`config.mk`:
```
export PLATFORM = sky130hd
export DESIGN_NAME = tsrl_ram
export DESIGN_NICKNAME = d
export VERILOG_FILES = /design/src/tsrl_ram.sv
export SDC_FILE = /design/constraint.sdc
export NUM_CORES = 1
export LEC_CHECK = 0
export ABC_AREA = 1
export BUFFER_PORTS_ARGS = -buffer_cell sky130_fd_sc_hd__buf_2
export CAP_MARGIN = 20
export CORE_MARGIN = 3
export CORE_UTILIZATION = 37
export CTS_BUF_LIST = sky130_fd_sc_hd__clkbuf_8
export CTS_CLUSTER_SIZE = 14
export DETAILED_ROUTE_END_ITERATION = 16
export GPL_TIMING_DRIVEN = 0
export RECOVER_POWER = 100
export REMOVE_ABC_BUFFERS = 1
export SETUP_SLACK_MARGIN = 0.15
export SYNTH_ARGS = -nofsm -noshare
export SYNTH_HDL_FRONTEND = slang
export SYNTH_SLANG_ARGS = --single-unit
```
`constraint.sdc`:
```
create_clock -name clk -period 1.4 [get_ports clk]
set_input_delay 0.42 -clock clk [delete_from_list [all_inputs] [get_ports clk]]
set_output_delay 0.42 -clock clk [all_outputs]
set_load 0.05 [all_outputs]
```
`src/tsrl_ram.sv`:
```
`timescale 1ns / 1ps
// ----------------------------------------------------------------------------
// tsrl_ram: generic simple dual-port RAM
// One write port, one read port, registered read data.
// ----------------------------------------------------------------------------
module tsrl_ram #(
  parameter int WIDTH = 8,
  parameter int DEPTH = 16,
  localparam int AW = (DEPTH > 1) ? $clog2(DEPTH) : 1
) (
  input  logic             clk,
  input  logic             we,
  input  logic [AW-1:0]    waddr,
  input  logic [WIDTH-1:0] wdata,
  input  logic [AW-1:0]    raddr,
  output logic [WIDTH-1:0] rdata
);

  logic [WIDTH-1:0] mem [DEPTH];

  always_ff @(posedge clk) begin
    if (we) begin
      mem[waddr] <= wdata;
    end
    rdata <= mem[raddr];
  end

endmodule

```
==> metrics <==
Relative slew margins=41.54%; Synth area leaders=edfxtp_1 (67%), nand2_1 (11%), nand3_1 (8.4%); clock root cell=clkbuf_8; Setup WS pre-CTS=-1.225 ns; RSZ-0062 raised after global routing=yes; crit-path max FO=8; total number of vias=between 3,000 and 4,000; most frequent cells in the layout=nand2_1 (173), edfxtp_1 (128), inv_1 (101), nand3_1 (97), clkbuf_8 (19); initial antenna violation count=0; CP peak stage delay=0.55 ns; yosys warns=0; dominant cell type by area after synthesis=edfxtp_1; Worst-Skew Late Latency=~0.43 ns; Worst EP required=~1.5 ns; Setup Total Neg Slack=0 ns; die height=~130 um; power share of the combinational group=7.9%; port bufs=25; CP Buf/Inv Count=1; area grow syn2layout=14.19%; hold_ws=between 0.3 and 0.4 ns; final setup fails=0; Cell Area, Placed=roughly 0.006 sq mm; WP data arrival=1.45 ns; Die Footprint=between 0.015 and 0.02 sq mm; Antenna Diode Count=0; Synth Area per Inst=roughly 10 sq um; Core Area=0.01520 sq mm; sequential fraction of the synthesis area=a little over two thirds; Peak VDD IR=554.4 uV; switching share of power=23.09%; Ports=26; cell family with the largest share of critical-path delay=simple AND/OR/NAND/NOR gates; min Tclk post-route=1.383 ns; synthesized flop and latch total=about 140; WL final=12,400 um; CTS clk-pin slew, worst paths=0.08 ns; Fmax achieved=0.7229 GHz; Sw Pwr=1.977 mW; Setup crit start kind=input port; GRT Total Usage=15.03%; number of detailed-route iterations in the first pass=5; ratio of cells with drive above 1 in the final layout=13.07%; most common cell after layout, fill and taps aside=nand2_1; drc violations=0; Max-cap violations=0; # hold bufs at CTS=0; Critical Path End Type=flip-flop; top-area cell type share of the netlist area=66.65%; clk sink count=136; HPWL Detailed=7123 um; Post-Synthesis Cells=551; leakage power=2.738 nW; critical path, cell by cell=buf_2, nand3b_1, nor2_2; Hold Path Class=in2reg; initial core utilization=37.93%; H-tree levels=4; vias in the first global route=3,463; pin count of the biggest net entering global routing=65; clock skew=0.01411 ns; WS Path Type=in2reg; Sequential Power Share=53.5%; CTS tree=yes; Slowest-stage cell, CP=nor2_2; DR WL/cell=around 16 um; Slew Limit Fails=0; design area=0.006585 sq mm; Final Util=between 40% and 50%; Yosys cell types=12; final worst slack=0.01659 ns; Antenna Nets Post-Route=0; number of vias per cell=4.790; Final Hold Fails=0; chip width=130.8 um; Slew @ Worst Pin=0.8769 ns; Bufs on Longest Clock Path=2; first-pass GRT wire length=18,840 um; overflow left after global routing=0; TritonCTS buffer count=17; Placement Rows=45; Clock power frac=38.6%; period utilization=98.81%; Pwr Density=1301 mW/mm^2; Fillers=between 1,000 and 1,500; Int Pwr=roughly 6.6 mW; area of the mapped netlist=0.005767 sq mm; nets=between 500 and 600; First DRT Iteration DRCs=approximately 270; GPL Wtd Cong=0.7319; status=complete, no violations
-- worst paths after layout --
kind / startpoint / to / slack (ns) / depth (start not counted)
setup / recovery: waddr[2] / mem[11][4] / 0.02 / 3
setup reg to reg: mem[4][6] / rdata[6] / 0.38 / 6
hold / removal: raddr[3] / rdata[3] / 0.36 / 3
hold reg to reg: mem[10][3] / rdata[3] / 0.67 / 6
-- flip-flops by register name (all words and copies together), names as in the netlist --
signal  cells
mem       128
rdata       8
-- final cells by class --
| class | instances | area, sq um | share of cell area [%] |
|---|---|---|---|
| well taps | 188 | 235.2 | 3.572 |
| clock buffers | 19 | 261.5 | 3.971 |
| inverters | 102 | 396.6 | 6.023 |
| clock inverters | 13 | 156.4 | 2.375 |
| flip-flops and latches | 136 | 4014 | 60.95 |
| multi-input cells | 289 | 1279 | 19.42 |
| repair buffers | 30 | 242.7 | 3.686 |
-- layer usage --
| metal | global-route usage, % | up-vias | wire length (um) |
|---|---|---|---|
| li1 | - | 1824 | - |
| met1 | 20.12 | 1753 | 5403 |
| met5 | 0 | - | 0 |
| met2 | 23.99 | 123 | 5976 |
| met3 | 3.252 | 22 | 762 |
| met4 | 5.989 | 0 | 258 |
-- synthesized netlist by cell type --
cell type and count:
buf_2 13, nor2_1 17, inv_1 100, dfxtp_1 8, buf_4 4, nand2_1 173
nand3b_1 2, buf_1 1, nand3_1 97, buf_6 6, inv_2 2, edfxtp_1 128
-- cell families (layout without fill, tap and decap cells) --
logic type	after synthesis	after routing	synth area share, %
flops	136	136	69.43
simple gates	289	289	21.05
buf+inv	126	164	9.525
-- power groups by stage --
stage / Sequential, mW / Combinational [mW] / Clock [mW]
after global placement: 4.66 / 0.597 / 0
after detailed placement: 4.66 / 0.610 / 0
after floorplan: 4.75 / 0.246 / 0
after CTS: 4.59 / 0.691 / 3.36
after global routing: 4.59 / 0.742 / 3.54
final: 4.58 / 0.674 / 3.31
-- metrics by stage --
| stage | power (mW) | cells |
|---|---|---|
| final | 8.564 | 777 |
| after global routing | 8.865 | 777 |
| after CTS | 8.641 | 776 |
| after detailed placement | 5.270 | 741 |
| after global placement | 5.253 | 740 |
| after floorplan | 4.998 | 527 |
-- worst register-to-register path, delay by kind of cell (launching register included) --
family	cells	cell delay (ns)
buffers and inverters	1	0.06
and+or+nand+nor	5	0.48
DFF	1	0.37
-- repair_timing --
action / in CTS / in global routing
setup buffers: 3 / 0
resized for setup: 58 / 18
cloned: 0 / 1
setup endpoints to repair: 144 / 103
pin swaps: 0 / 1
No activity file was read; power rests on OpenSTA's default activity.
